$ cat src/rtl/vfve_pkg.sv
package vfve_pkg;

    localparam int NUM_FACES = 6;
    localparam int FACE_W    = 3;
    localparam int STEP_W    = 3;
    localparam int MASK_W    = 6;

    localparam logic [STEP_W-1:0] TRI_LAST_STEP  = 3'd5;
    localparam logic [STEP_W-1:0] QUAD_LAST_STEP = 3'd3;

    localparam logic [FACE_W-1:0] FACE_NEG_X = 3'd0;
    localparam logic [FACE_W-1:0] FACE_POS_X = 3'd1;
    localparam logic [FACE_W-1:0] FACE_NEG_Y = 3'd2;
    localparam logic [FACE_W-1:0] FACE_POS_Y = 3'd3;
    localparam logic [FACE_W-1:0] FACE_NEG_Z = 3'd4;
    localparam logic [FACE_W-1:0] FACE_POS_Z = 3'd5;

    typedef struct packed {
        logic [7:0]        pos_x;
        logic [7:0]        pos_y;
        logic [7:0]        pos_z;
        logic [7:0]        red;
        logic [7:0]        green;
        logic [7:0]        blue;
    } voxel_t;

    typedef struct packed {
        logic              load;
        logic              emit;
        logic [FACE_W-1:0] face;
        logic [STEP_W-1:0] step;
        logic              quad;
        logic              last;
    } cmd_t;

    typedef struct packed {
        logic              out_free;
    } stat_t;

    // Corner of the face visited at a given step of the emit sequence.
    function automatic logic [1:0] corner_of_step(logic [STEP_W-1:0] step, logic quad);
        logic [1:0] corner;
        corner = 2'd0;
        if (quad)
        begin
            case (step)
                3'd0:    corner = 2'd0;
                3'd1:    corner = 2'd2;
                3'd2:    corner = 2'd3;
                3'd3:    corner = 2'd1;
                default: corner = 2'd0;
            endcase
        end
        else
        begin
            case (step)
                3'd0:    corner = 2'd0;
                3'd1:    corner = 2'd2;
                3'd2:    corner = 2'd1;
                3'd3:    corner = 2'd1;
                3'd4:    corner = 2'd2;
                3'd5:    corner = 2'd3;
                default: corner = 2'd0;
            endcase
        end
        return corner;
    endfunction

    // Sign bits of a corner: bit 2 is x, bit 1 is y, bit 0 is z; a set bit means plus one.
    function automatic logic [2:0] corner_sign(logic [FACE_W-1:0] face, logic [1:0] corner);
        logic [11:0] row;
        row = 12'd0;
        case (face)
            FACE_NEG_X: row = {3'd2, 3'd3, 3'd0, 3'd1};
            FACE_POS_X: row = {3'd7, 3'd6, 3'd5, 3'd4};
            FACE_NEG_Y: row = {3'd4, 3'd0, 3'd5, 3'd1};
            FACE_POS_Y: row = {3'd7, 3'd3, 3'd6, 3'd2};
            FACE_NEG_Z: row = {3'd6, 3'd2, 3'd4, 3'd0};
            FACE_POS_Z: row = {3'd3, 3'd7, 3'd1, 3'd5};
            default:    row = 12'd0;
        endcase
        return row[corner*3 +: 3];
    endfunction

    function automatic logic [7:0] shift_coord(logic [7:0] p, logic plus);
        return plus ? p + 8'd1 : p - 8'd1;
    endfunction

endpackage

$ cat src/rtl/vfve_ifs.sv
interface vfve_in_if;
    logic       valid;
    logic       ready;
    logic [7:0] pos_x;
    logic [7:0] pos_y;
    logic [7:0] pos_z;
    logic [7:0] red;
    logic [7:0] green;
    logic [7:0] blue;
    logic [5:0] face_mask;

    modport source (
        output valid, pos_x, pos_y, pos_z, red, green, blue, face_mask,
        input  ready
    );
    modport sink (
        input  valid, pos_x, pos_y, pos_z, red, green, blue, face_mask,
        output ready
    );
endinterface

interface vfve_out_if;
    logic       valid;
    logic       ready;
    logic [7:0] vertex_x;
    logic [7:0] vertex_y;
    logic [7:0] vertex_z;
    logic [7:0] vertex_red;
    logic [7:0] vertex_green;
    logic [7:0] vertex_blue;
    logic       last_vertex;

    modport source (
        output valid, vertex_x, vertex_y, vertex_z, vertex_red, vertex_green,
               vertex_blue, last_vertex,
        input  ready
    );
    modport sink (
        input  valid, vertex_x, vertex_y, vertex_z, vertex_red, vertex_green,
               vertex_blue, last_vertex,
        output ready
    );
endinterface

$ cat src/rtl/vfve_ctrl.sv
module vfve_ctrl (
    input  logic                          clk,
    input  logic                          rst_n,
    input  logic                          in_valid,
    input  logic [vfve_pkg::MASK_W-1:0]   in_face_mask,
    input  logic                          cfg_we,
    input  logic                          cfg_data,
    input  vfve_pkg::stat_t               stat,
    output logic                          in_ready,
    output logic                          busy,
    output vfve_pkg::cmd_t                cmd
);

    localparam logic ST_IDLE = 1'b0;
    localparam logic ST_EMIT = 1'b1;

    logic                          state_reg, state_next;
    logic [vfve_pkg::MASK_W-1:0]   mask_reg, mask_next;
    logic [vfve_pkg::STEP_W-1:0]   step_reg, step_next;
    logic                          quad_reg;

    logic [vfve_pkg::FACE_W-1:0]   face;
    logic [vfve_pkg::MASK_W-1:0]   face_bit;
    logic [vfve_pkg::MASK_W-1:0]   mask_rest;
    logic [vfve_pkg::STEP_W-1:0]   last_step;
    logic                          accept;
    logic                          emit;
    logic                          face_done;

    // The highest set mask bit is the next face to emit.
    always_comb
    begin
        face     = '0;
        face_bit = '0;
        for (int i = 0; i < vfve_pkg::MASK_W; i++)
        begin
            if (mask_reg[i])
            begin
                face     = vfve_pkg::FACE_W'(vfve_pkg::NUM_FACES - 1 - i);
                face_bit = vfve_pkg::MASK_W'(1) << i;
            end
        end
    end

    assign mask_rest = mask_reg & ~face_bit;
    assign last_step = quad_reg ? vfve_pkg::QUAD_LAST_STEP : vfve_pkg::TRI_LAST_STEP;
    assign in_ready  = (state_reg == ST_IDLE);
    assign busy      = (state_reg == ST_EMIT);
    assign accept    = in_valid && in_ready;
    assign emit      = (state_reg == ST_EMIT) && stat.out_free;
    assign face_done = (step_reg == last_step);

    always_comb
    begin
        state_next = state_reg;
        mask_next  = mask_reg;
        step_next  = step_reg;
        case (state_reg)
            ST_IDLE:
            begin
                if (accept && (in_face_mask != '0))
                begin
                    state_next = ST_EMIT;
                    mask_next  = in_face_mask;
                    step_next  = '0;
                end
            end
            ST_EMIT:
            begin
                if (emit)
                begin
                    if (face_done)
                    begin
                        step_next = '0;
                        mask_next = mask_rest;
                        if (mask_rest == '0)
                        begin
                            state_next = ST_IDLE;
                        end
                    end
                    else
                    begin
                        step_next = step_reg + 3'd1;
                    end
                end
            end
            default:
            begin
                state_next = ST_IDLE;
            end
        endcase
    end

    always_ff @(posedge clk or negedge rst_n)
    begin
        if (!rst_n)
        begin
            state_reg <= ST_IDLE;
            mask_reg  <= '0;
            step_reg  <= '0;
            quad_reg  <= 1'b0;
        end
        else
        begin
            state_reg <= state_next;
            mask_reg  <= mask_next;
            step_reg  <= step_next;
            if (cfg_we)
            begin
                quad_reg <= cfg_data;
            end
        end
    end

    always_comb
    begin
        cmd.load = accept;
        cmd.emit = emit;
        cmd.face = face;
        cmd.step = step_reg;
        cmd.quad = quad_reg;
        cmd.last = face_done && (mask_rest == '0);
    end

endmodule

$ cat src/rtl/vfve_dp.sv
module vfve_dp (
    input  logic               clk,
    input  logic               rst_n,
    input  vfve_pkg::voxel_t   voxel,
    input  vfve_pkg::cmd_t     cmd,
    output vfve_pkg::stat_t    stat,
    vfve_out_if.source         out_ch
);

    vfve_pkg::voxel_t voxel_reg;
    logic             out_valid_reg, out_valid_next;
    logic [7:0]       vx_reg, vy_reg, vz_reg;
    logic [7:0]       vr_reg, vg_reg, vb_reg;
    logic             last_reg;
    logic [2:0]       sign;

    assign sign           = vfve_pkg::corner_sign(cmd.face,
                                vfve_pkg::corner_of_step(cmd.step, cmd.quad));
    assign stat.out_free  = !out_valid_reg || out_ch.ready;
    assign out_valid_next = cmd.emit ? 1'b1 : (out_ch.ready ? 1'b0 : out_valid_reg);

    always_ff @(posedge clk or negedge rst_n)
    begin
        if (!rst_n)
        begin
            out_valid_reg <= 1'b0;
        end
        else
        begin
            out_valid_reg <= out_valid_next;
        end
    end

    always_ff @(posedge clk)
    begin
        if (cmd.load)
        begin
            voxel_reg <= voxel;
        end
        if (cmd.emit)
        begin
            vx_reg   <= vfve_pkg::shift_coord(voxel_reg.pos_x, sign[2]);
            vy_reg   <= vfve_pkg::shift_coord(voxel_reg.pos_y, sign[1]);
            vz_reg   <= vfve_pkg::shift_coord(voxel_reg.pos_z, sign[0]);
            vr_reg   <= voxel_reg.red;
            vg_reg   <= voxel_reg.green;
            vb_reg   <= voxel_reg.blue;
            last_reg <= cmd.last;
        end
    end

    assign out_ch.valid        = out_valid_reg;
    assign out_ch.vertex_x     = vx_reg;
    assign out_ch.vertex_y     = vy_reg;
    assign out_ch.vertex_z     = vz_reg;
    assign out_ch.vertex_red   = vr_reg;
    assign out_ch.vertex_green = vg_reg;
    assign out_ch.vertex_blue  = vb_reg;
    assign out_ch.last_vertex  = last_reg;

endmodule

$ cat src/rtl/voxel_face_vertex_emitter.sv
// Channel   Direction  Word
// in_ch     sink       pos_x, pos_y, pos_z, red, green, blue, face_mask
// out_ch    source     vertex_x, vertex_y, vertex_z, vertex_red, vertex_green,
//                      vertex_blue, last_vertex
// cfg       write      cfg_we, cfg_data (quad_mode)
//
// A voxel is accepted and then gives four or six vertices per visible face, up to 36
// in all, one at a time through the single output register.
// A voxel with an empty mask is taken and gives no word.
// Reset clears the controller, the output valid flag and quad_mode.
// A stalled output holds the controller; a new voxel is taken once the last
// vertex of the previous one sits in the output register.
module voxel_face_vertex_emitter (
    input  logic        clk,
    input  logic        rst_n,
    vfve_in_if.sink     in_ch,
    vfve_out_if.source  out_ch,
    input  logic        cfg_we,
    input  logic        cfg_data
);

    vfve_pkg::voxel_t voxel;
    vfve_pkg::cmd_t   cmd;
    vfve_pkg::stat_t  stat;
    logic             in_ready;
    logic             busy;

    assign voxel.pos_x = in_ch.pos_x;
    assign voxel.pos_y = in_ch.pos_y;
    assign voxel.pos_z = in_ch.pos_z;
    assign voxel.red   = in_ch.red;
    assign voxel.green = in_ch.green;
    assign voxel.blue  = in_ch.blue;
    assign in_ch.ready = in_ready;

    vfve_ctrl u_ctrl (
        .clk          (clk),
        .rst_n        (rst_n),
        .in_valid     (in_ch.valid),
        .in_face_mask (in_ch.face_mask),
        .cfg_we       (cfg_we),
        .cfg_data     (cfg_data),
        .stat         (stat),
        .in_ready     (in_ready),
        .busy         (busy),
        .cmd          (cmd)
    );

    vfve_dp u_dp (
        .clk    (clk),
        .rst_n  (rst_n),
        .voxel  (voxel),
        .cmd    (cmd),
        .stat   (stat),
        .out_ch (out_ch)
    );

    a_empty_mask_stays_idle: assert property (@(posedge clk) disable iff (!rst_n)
        (in_ch.valid && in_ch.ready && (in_ch.face_mask == 6'd0)) |=> !busy)
        else $error("empty mask started an emit sequence");

    a_last_ends_voxel: assert property (@(posedge clk) disable iff (!rst_n)
        (cmd.emit && cmd.last) |=> !busy)
        else $error("controller still busy after the last vertex");

    a_emit_needs_room: assert property (@(posedge clk) disable iff (!rst_n)
        cmd.emit |-> stat.out_free)
        else $error("vertex emitted into a full output register");

    a_emit_sets_valid: assert property (@(posedge clk) disable iff (!rst_n)
        cmd.emit |=> (out_ch.valid && (out_ch.last_vertex == $past(cmd.last))))
        else $error("emitted vertex missing from the output register");

endmodule

$ cat src/flat_wrapper.sv
// flat-port wrapper written by rule: the top's interface ports become plain ports
module voxel_face_vertex_emitter_flat 
  (clk, rst_n, cfg_we, cfg_data, in_ch_valid, in_ch_pos_x, in_ch_pos_y, in_ch_pos_z, in_ch_red, in_ch_green, in_ch_blue, in_ch_face_mask, in_ch_ready, out_ch_valid, out_ch_vertex_x, out_ch_vertex_y, out_ch_vertex_z, out_ch_vertex_red, out_ch_vertex_green, out_ch_vertex_blue, out_ch_last_vertex, out_ch_ready);
  vfve_in_if in_ch_i ();
  vfve_out_if out_ch_i ();
  input  logic clk;
  input  logic rst_n;
  input  logic cfg_we;
  input  logic cfg_data;
  input wire logic [$bits(in_ch_i.valid)-1:0] in_ch_valid;
  input wire logic [$bits(in_ch_i.pos_x)-1:0] in_ch_pos_x;
  input wire logic [$bits(in_ch_i.pos_y)-1:0] in_ch_pos_y;
  input wire logic [$bits(in_ch_i.pos_z)-1:0] in_ch_pos_z;
  input wire logic [$bits(in_ch_i.red)-1:0] in_ch_red;
  input wire logic [$bits(in_ch_i.green)-1:0] in_ch_green;
  input wire logic [$bits(in_ch_i.blue)-1:0] in_ch_blue;
  input wire logic [$bits(in_ch_i.face_mask)-1:0] in_ch_face_mask;
  output wire logic [$bits(in_ch_i.ready)-1:0] in_ch_ready;
  output wire logic [$bits(out_ch_i.valid)-1:0] out_ch_valid;
  output wire logic [$bits(out_ch_i.vertex_x)-1:0] out_ch_vertex_x;
  output wire logic [$bits(out_ch_i.vertex_y)-1:0] out_ch_vertex_y;
  output wire logic [$bits(out_ch_i.vertex_z)-1:0] out_ch_vertex_z;
  output wire logic [$bits(out_ch_i.vertex_red)-1:0] out_ch_vertex_red;
  output wire logic [$bits(out_ch_i.vertex_green)-1:0] out_ch_vertex_green;
  output wire logic [$bits(out_ch_i.vertex_blue)-1:0] out_ch_vertex_blue;
  output wire logic [$bits(out_ch_i.last_vertex)-1:0] out_ch_last_vertex;
  input wire logic [$bits(out_ch_i.ready)-1:0] out_ch_ready;
  assign in_ch_i.valid = in_ch_valid;
  assign in_ch_i.pos_x = in_ch_pos_x;
  assign in_ch_i.pos_y = in_ch_pos_y;
  assign in_ch_i.pos_z = in_ch_pos_z;
  assign in_ch_i.red = in_ch_red;
  assign in_ch_i.green = in_ch_green;
  assign in_ch_i.blue = in_ch_blue;
  assign in_ch_i.face_mask = in_ch_face_mask;
  assign in_ch_ready = in_ch_i.ready;
  assign out_ch_valid = out_ch_i.valid;
  assign out_ch_vertex_x = out_ch_i.vertex_x;
  assign out_ch_vertex_y = out_ch_i.vertex_y;
  assign out_ch_vertex_z = out_ch_i.vertex_z;
  assign out_ch_vertex_red = out_ch_i.vertex_red;
  assign out_ch_vertex_green = out_ch_i.vertex_green;
  assign out_ch_vertex_blue = out_ch_i.vertex_blue;
  assign out_ch_last_vertex = out_ch_i.last_vertex;
  assign out_ch_i.ready = out_ch_ready;
  voxel_face_vertex_emitter u_core (.clk(clk), .rst_n(rst_n), .in_ch(in_ch_i), .out_ch(out_ch_i), .cfg_we(cfg_we), .cfg_data(cfg_data));
endmodule
$ cat config.mk
export PLATFORM = sky130hd
export DESIGN_NAME = voxel_face_vertex_emitter_flat
export DESIGN_NICKNAME = d
export VERILOG_FILES = /design/src/rtl/vfve_pkg.sv /design/src/rtl/vfve_ifs.sv /design/src/rtl/vfve_ctrl.sv /design/src/rtl/vfve_dp.sv /design/src/rtl/voxel_face_vertex_emitter.sv /design/src/flat_wrapper.sv
export SDC_FILE = /design/constraint.sdc
export NUM_CORES = 1
export LEC_CHECK = 0
export BUFFER_PORTS_ARGS = -buffer_cell sky130_fd_sc_hd__buf_2
export CORE_MARGIN = 5
export CORE_UTILIZATION = 40
export CTS_CLUSTER_DIAMETER = 40
export DETAILED_ROUTE_END_ITERATION = 10
export SLEW_MARGIN = 10
export SYNTH_ARGS = -nofsm -noshare
export SYNTH_HDL_FRONTEND = slang
export SYNTH_SLANG_ARGS = --single-unit
$ cat constraint.sdc
create_clock -name clk -period 3.6 [get_ports clk]
set_input_delay 0.36 -clock clk [delete_from_list [all_inputs] [get_ports clk]]
set_output_delay 0.36 -clock clk [all_outputs]
set_load 0.02 [all_outputs]
==> reports/qor.txt, run 1 <==
period utilization: 90.71%
I/O pins: 111
num rows: 39
R2R cell count: 11
vias in the first global route: 2918
port bufs: 110
Bufs and invs on worst path: 0
kind of critical path: reg2reg
Final Hold Slack: 186.2 ps
Layout Cells excl Fill: 582
Post-synth EDFFs: 97
Layout Nets: 520
commonest non-fill, non-tap cells in the layout: buf_2, edfxtp_1, inv_1
pwr dens: 1047 nW/um^2
cell accounting for the most synthesized area: edfxtp_1
worst vdd ir: 688.4 uV
r2r setup slk: 330 ps
Fin. Hold Viols: 0
clk_lat worst skew: 340 ps
most used cell, CP: ha_1
Int Pwr: 3.665 mW
Register Area: 3213 sq um
1st-iter DRT viols: 139
Post-synth ARST share: 11.01%
DR DRC count: 0
clk slew on worst S/H paths: 70 ps
Crit path largest cell delay: 440 ps
delay-heaviest family, CP: compound AO/OA/AOI/OAI gates
DIE WIDTH: 118.2 um
status: complete, no violations
worst path required time: 3680 ps
CP Max Fanout: 8
Setup TNS: 0 ps
CTS root buf: clkbuf_16
CTS tree: built
Final Slew Violations: 0
Die Y: 118.2 um
sequential power share: 35.8%
Unique masters post-synth: 53
DRT antenna net count: 0
Via Count: 2836
Max Buffers Root-to-Sink: 2
die area: 13980 sq um
Netlist Area Pre-Place: 4686 sq um
worst hold path type: in2reg
Setup-failing EPs final: 0
Vias/cell: 4.873
GR Overflow Total: 0
syn_nets: 401
actual slew at the worst max-slew pin: 1110 ps
Psw: 2.300 mW
Worst R2R End: u_core.u_dp.out_ch.vertex_z[7]
Worst EP arrival: 3350 ps
Hold Path End: u_core.u_dp.voxel_reg[16]
Antenna Cells: 0
RSZ-0062 raised after global routing: false
Core Footprint: 11470 sq um
drt total wl: 8719 um
HPWL Detailed: 6285 um
top_reg_cell synth: edfxtp_1
fmax: 306.2 MHz
Clock power frac: 15.3%
first-pass GRT wire length: 14280 um
Mean Syn Cell Area: 14.88 sq um
commonest non-fill, non-tap cell in the layout: buf_2
beginning of the worst hold path: in_ch_red[0]
Area Overhead vs Synth: 21.58%
TritonRoute pass-1 iters: 4
post-synthesis sequential area ratio: 68.57%
drt wl/cell: 14.98 um
Worst Hold Depth: 1
H-tree depth: 3
Slew headroom: 25.90%
share of the synthesized area in the top cell type: 62.16%
switching share of power: 38.56%
CP cell instances: ha_1 > ha_1 > a211o_1 > xnor2_1 > a211oi_4 > ha_1 > a21oi_1 > o22ai_1 > nor3b_1 > a211o_1 > xor2_1
postcts setup bufs: 0
CP startpoint kind: register
register bit total from synthesis: 109
Starting Density: 40.86%
Final Util: 49.68%
pin count of the biggest net entering global routing: 50
multi-input logic area: 1364 sq um
synth warn: 0
Comb power frac: 48.9%
Max Cap Violations: 0
Reg-to-Reg Start: u_core.u_ctrl.step_reg[0]
Tot GR Track Use: 12.76%
gp weighted congestion: 0.7743
Tmin final: 3265 ps
dpl cells: 565
slowest stage cell, crit path: dfrtp_1
filler instances: 973
Clock Skew: 6.892 ps
crit end category: register
post_cts resized: 0
proportion of layout cells with a drive suffix above 1: 31.89%
CTS Buf Count: 9
Gate Count Post-Synth: 315
leakage power: 2.346 nW
initial antenna violation count: 0
top cells by area, synth: edfxtp_1, dfrtp_1, ha_1, inv_1, xnor2_1
max reg flops: 48
Clock Sinks: 109
area by class of cell:
type / instances / share of cell area (%)
Inverter: 26 / 1.713
Clock inverter: 7 / 0.8785
Tap cell: 143 / 3.141
Clock buffer: 9 / 3.953
Multi-Input combinational cell: 176 / 23.94
Sequential cell: 109 / 56.40
Timing Repair Buffer: 112 / 9.971
power by group through the flow:
stage	logic, mW	registers [mW]	clock network, mW
6_report	2.91	2.14	0.914
5_1_grt	3.30	2.18	0.998
4_1_cts	2.96	2.14	0.953
3_5_place_dp	2.93	2.17	0
3_3_place_gp	2.84	2.15	0
2_1_floorplan	2.00	2.40	0
worst register-to-register path, delay by kind of cell (launching register included):
family,cells,cell delay (ps)
XOR/XNOR,2,330
flip-flops,1,440
AND/OR/NAND/NOR,1,150
AO/OA/AOI/OAI,5,1370
adder cells (fa/ha/maj),3,720
stage by stage:
step | total power, mW | worst slack (ps) | area (sq um)
6_report | 5.965 | 334.5 | 5697
5_1_grt | 6.476 | 53.07 | 5697
4_1_cts | 6.049 | 304.2 | 5697
3_5_place_dp | 5.096 | 320.3 | 5411
3_3_place_gp | 4.990 | 426.3 | 5411
2_1_floorplan | 4.399 | 573.2 | 4686
cell usage after synthesis (all sizes together) (2+ instances only):
master   n
nor3     3
a211o    2
a21boi   3
a21oi   10
xnor2   11
nor3b    4
o21a     3
and3     3
nand2b   2
dfrtp   12
mux2i    2
nand2   15
and2     2
or4b     2
a22o     6
a211oi   3
fa       3
nand3    5
inv     26
nor2b    8
ha      23
and3b    3
or4      3
nor2    16
o22ai    3
o21ai   16
or2      2
edfxtp  97
buf      3
xor2     3
a21o     7
per-layer routing:
metal | global-route usage [%] | wire length, um
met3 | 5.253 | 520
met2 | 20.78 | 4153
met5 | 0 | 0
met4 | 2.796 | 76
met1 | 16.04 | 3969
repair_timing:
| action | in CTS | in global routing |
|---|---|---|
| hold buffers | 1 | 0 |
| setup endpoints to repair | 0 | 0 |
| endpoints found under the hold margin | 12 | 0 |
logic make-up (layout without fill, tap and decap cells):
group | count (synthesis) | count (layout) | synth area share, %
flops | 109 | 109 | 68.57
simple gates | 71 | 71 | 8.251
fa+ha+maj | 27 | 27 | 7.637
compound gates | 61 | 61 | 9.773
mux | 3 | 3 | 0.6676
xor+xnor | 14 | 14 | 2.617
buf+inv | 30 | 154 | 2.483
worst max path at each step:
stage / from / slack, ps / cells past startpoint / end
CTS: u_core.u_ctrl.step_reg[0] / 300 / 11 / u_core.u_dp.out_ch.vertex_z[7]
global placement: u_core.u_ctrl.step_reg[0] / 430 / 11 / u_core.u_dp.out_ch.vertex_z[7]
global route: u_core.u_ctrl.step_reg[1] / 50 / 12 / u_core.u_dp.out_ch.vertex_z[6]
detailed placement: u_core.u_ctrl.step_reg[0] / 320 / 11 / u_core.u_dp.out_ch.vertex_z[7]
finish: u_core.u_ctrl.step_reg[0] / 330 / 11 / u_core.u_dp.out_ch.vertex_z[7]
floorplan: u_core.u_ctrl.step_reg[0] / 570 / 11 / u_core.u_dp.out_ch.vertex_z[7]
Power figures use the tool's default switching activity.
==> run 2, diff against run 1 <==
CTS_BUF_LIST = sky130_fd_sc_hd__clkbuf_8   (was unset)
==> reports/qor.txt, run 2 (synthesized netlist as in run 1, its figures left out) <==
port bufs: 110 (unchanged)
Max Buffers Root-to-Sink: 2 (unchanged)
leakage power: 2.300 nW (-2.0%)
Comb power frac: 50.9% (+2.0 points)
Area Overhead vs Synth: 19.41%
Final Util: 48.79% (-0.88 points)
commonest non-fill, non-tap cell in the layout: buf_2
Setup TNS: 0 ps (unchanged)
I/O pins: 111 (unchanged)
design area: 5595 sq um (-1.8%)
CP Max Fanout: 8 (unchanged)
die area: 13980 sq um (unchanged)
clk_lat worst skew: 370 ps (+30 ps)
DRT antenna net count: 0 (unchanged)
post_cts resized: 0 (unchanged)
Tot GR Track Use: 12.77% (about the same)
first-pass GRT wire length: 14280 um (about the same)
Register Area: 3213 sq um (unchanged)
Via Count: 2849 (+0.46%)
status: complete, no violations
vias in the first global route: 2924 (+0.21%)
Final Slew Violations: 0 (unchanged)
actual slew at the worst max-slew pin: 1105 ps (-5.366 ps)
Slew headroom: 26.26% (+0.36 points)
initial antenna violation count: 0 (unchanged)
pwr dens: 1021 nW/um^2 (-2.4%)
switching share of power: 39.74% (+1.2 points)
beginning of the worst hold path: in_ch_pos_z[4]
CTS tree: built
pin count of the biggest net entering global routing: 50 (unchanged)
crit end category: register
CTS Buf Count: 9 (unchanged)
RSZ-0062 raised after global routing: false
CP startpoint kind: register
sequential power share: 37.3% (+1.5 points)
worst hold path type: in2reg
TritonRoute pass-1 iters: 4 (unchanged)
Core Footprint: 11470 sq um (unchanged)
1st-iter DRT viols: 132 (-5.0%)
filler instances: 981 (+0.82%)
Setup-failing EPs final: 0 (unchanged)
Worst EP arrival: 3390 ps (+40 ps)
Clock power frac: 11.8% (-3.5 points)
r2r setup slk: 330 ps (about the same)
multi-input logic area: 1364 sq um (unchanged)
postcts setup bufs: 0 (unchanged)
num rows: 39 (unchanged)
Psw: 2.271 mW (-1.3%)
Clock Sinks: 109 (unchanged)
Layout Nets: 520 (unchanged)
Starting Density: 40.86% (unchanged)
period utilization: 90.82% (+0.11 points)
commonest non-fill, non-tap cells in the layout: buf_2, edfxtp_1, inv_1
H-tree depth: 3 (unchanged)
proportion of layout cells with a drive suffix above 1: 31.89% (unchanged)
fmax: 305.9 MHz (-0.12%)
Reg-to-Reg Start: u_core.u_ctrl.step_reg[0]
drt wl/cell: 14.96 um (-0.11%)
Die Y: 118.2 um (unchanged)
CTS root buf: clkbuf_8
Vias/cell: 4.895 (+0.46%)
gp weighted congestion: 0.7743 (unchanged)
drt total wl: 8709 um (-0.11%)
kind of critical path: reg2reg
Fin. Hold Viols: 0 (unchanged)
DR DRC count: 0 (unchanged)
DIE WIDTH: 118.2 um (unchanged)
max reg flops: 48 (unchanged)
Worst R2R End: u_core.u_dp.out_ch.vertex_z[7]
clk slew on worst S/H paths: 100 ps (+30 ps)
worst path required time: 3720 ps (+40 ps)
R2R cell count: 11 (unchanged)
Antenna Cells: 0 (unchanged)
Setup crit end: u_core.u_dp.out_ch.vertex_z[7]
HPWL Detailed: 6285 um (unchanged)
Int Pwr: 3.444 mW (-6.0%)
Max Cap Violations: 0 (unchanged)
Clock Skew: 6.748 ps (-0.1439 ps)
GR Overflow Total: 0 (unchanged)
Tmin final: 3270 ps (+4.066 ps)
Placed Area: 5411 sq um (unchanged)
worst vdd ir: 586.9 uV (-15%)
Critical path origin: u_core.u_ctrl.step_reg[0]
## run 2: changes by cell type in the layout (fill, tap and decap cells not counted)
cell,delta
clkbuf_16,-9
clkbuf_8,+9
## run 2: worst max-delay path: stages, from the launching register on
cell and delay, ps:
dfrtp_1 460, ha_1 230, ha_1 180, a211o_1 330
xnor2_1 180, a211oi_4 430, ha_1 310, a21oi_1 190
o22ai_1 130, nor3b_1 150, a211o_1 280, xor2_1 140
## run 2: power by group through the flow
stage / combinational (mW) / clock, mW / sequential (mW)
after floorplan: 2.00 / 0 / 2.40
after global placement: 2.84 / 0 / 2.15
after detailed placement: 2.93 / 0 / 2.17
after CTS: 2.95 / 0.710 / 2.14
after global routing: 3.30 / 0.755 / 2.18
final: 2.91 / 0.672 / 2.13
## run 2: through the flow
stage / total power [mW] / hold WS (ps) / setup slack, ps / std cells
after floorplan: 4.399 / 64.41 / 573.2 / 315
after global placement: 4.990 / 257.3 / 426.3 / 565
after detailed placement: 5.096 / 264.6 / 320.3 / 565
after CTS: 5.798 / 122.8 / 298.7 / 582
after global routing: 6.228 / 111.2 / 42.73 / 582
final: 5.716 / 155.4 / 330.5 / 582
## run 2: worst min-delay path by stage
stage / to / depth (start not counted)
after global placement: u_core.u_ctrl.mask_reg[2] / 1
after detailed placement: u_core.u_ctrl.mask_reg[1] / 1
after global routing: u_core.u_dp.voxel_reg[16] / 1
final: u_core.u_dp.voxel_reg[28] / 1
after floorplan: u_core.u_ctrl.busy / 0
after CTS: u_core.u_dp.voxel_reg[16] / 1
## run 2: what timing repair did
action / in CTS / in global routing
hold buffers: 1 / 0
endpoints found under the setup margin: 0 / 0
hold endpoints to repair: 12 / 0
## run 2: area by class of cell
class	instances	share of cell area, %
flip-flops and latches	109	57.42
inverters	26	1.744
repair buffers	112	10.15
clock buffers	9	2.214
clock inverters	7	0.8945
well taps	143	3.198
multi-input cells	176	24.37
## run 2: layer usage
metal | part of all wire (%) | up-vias | GRT usage (%)
li1 | - | 1407 | -
met1 | 45 | 1356 | 16.04
met2 | 47 | 80 | 20.71
met3 | 6.7 | 6 | 5.253
met4 | 0.87 | 0 | 3.011
met5 | 0 | - | 0
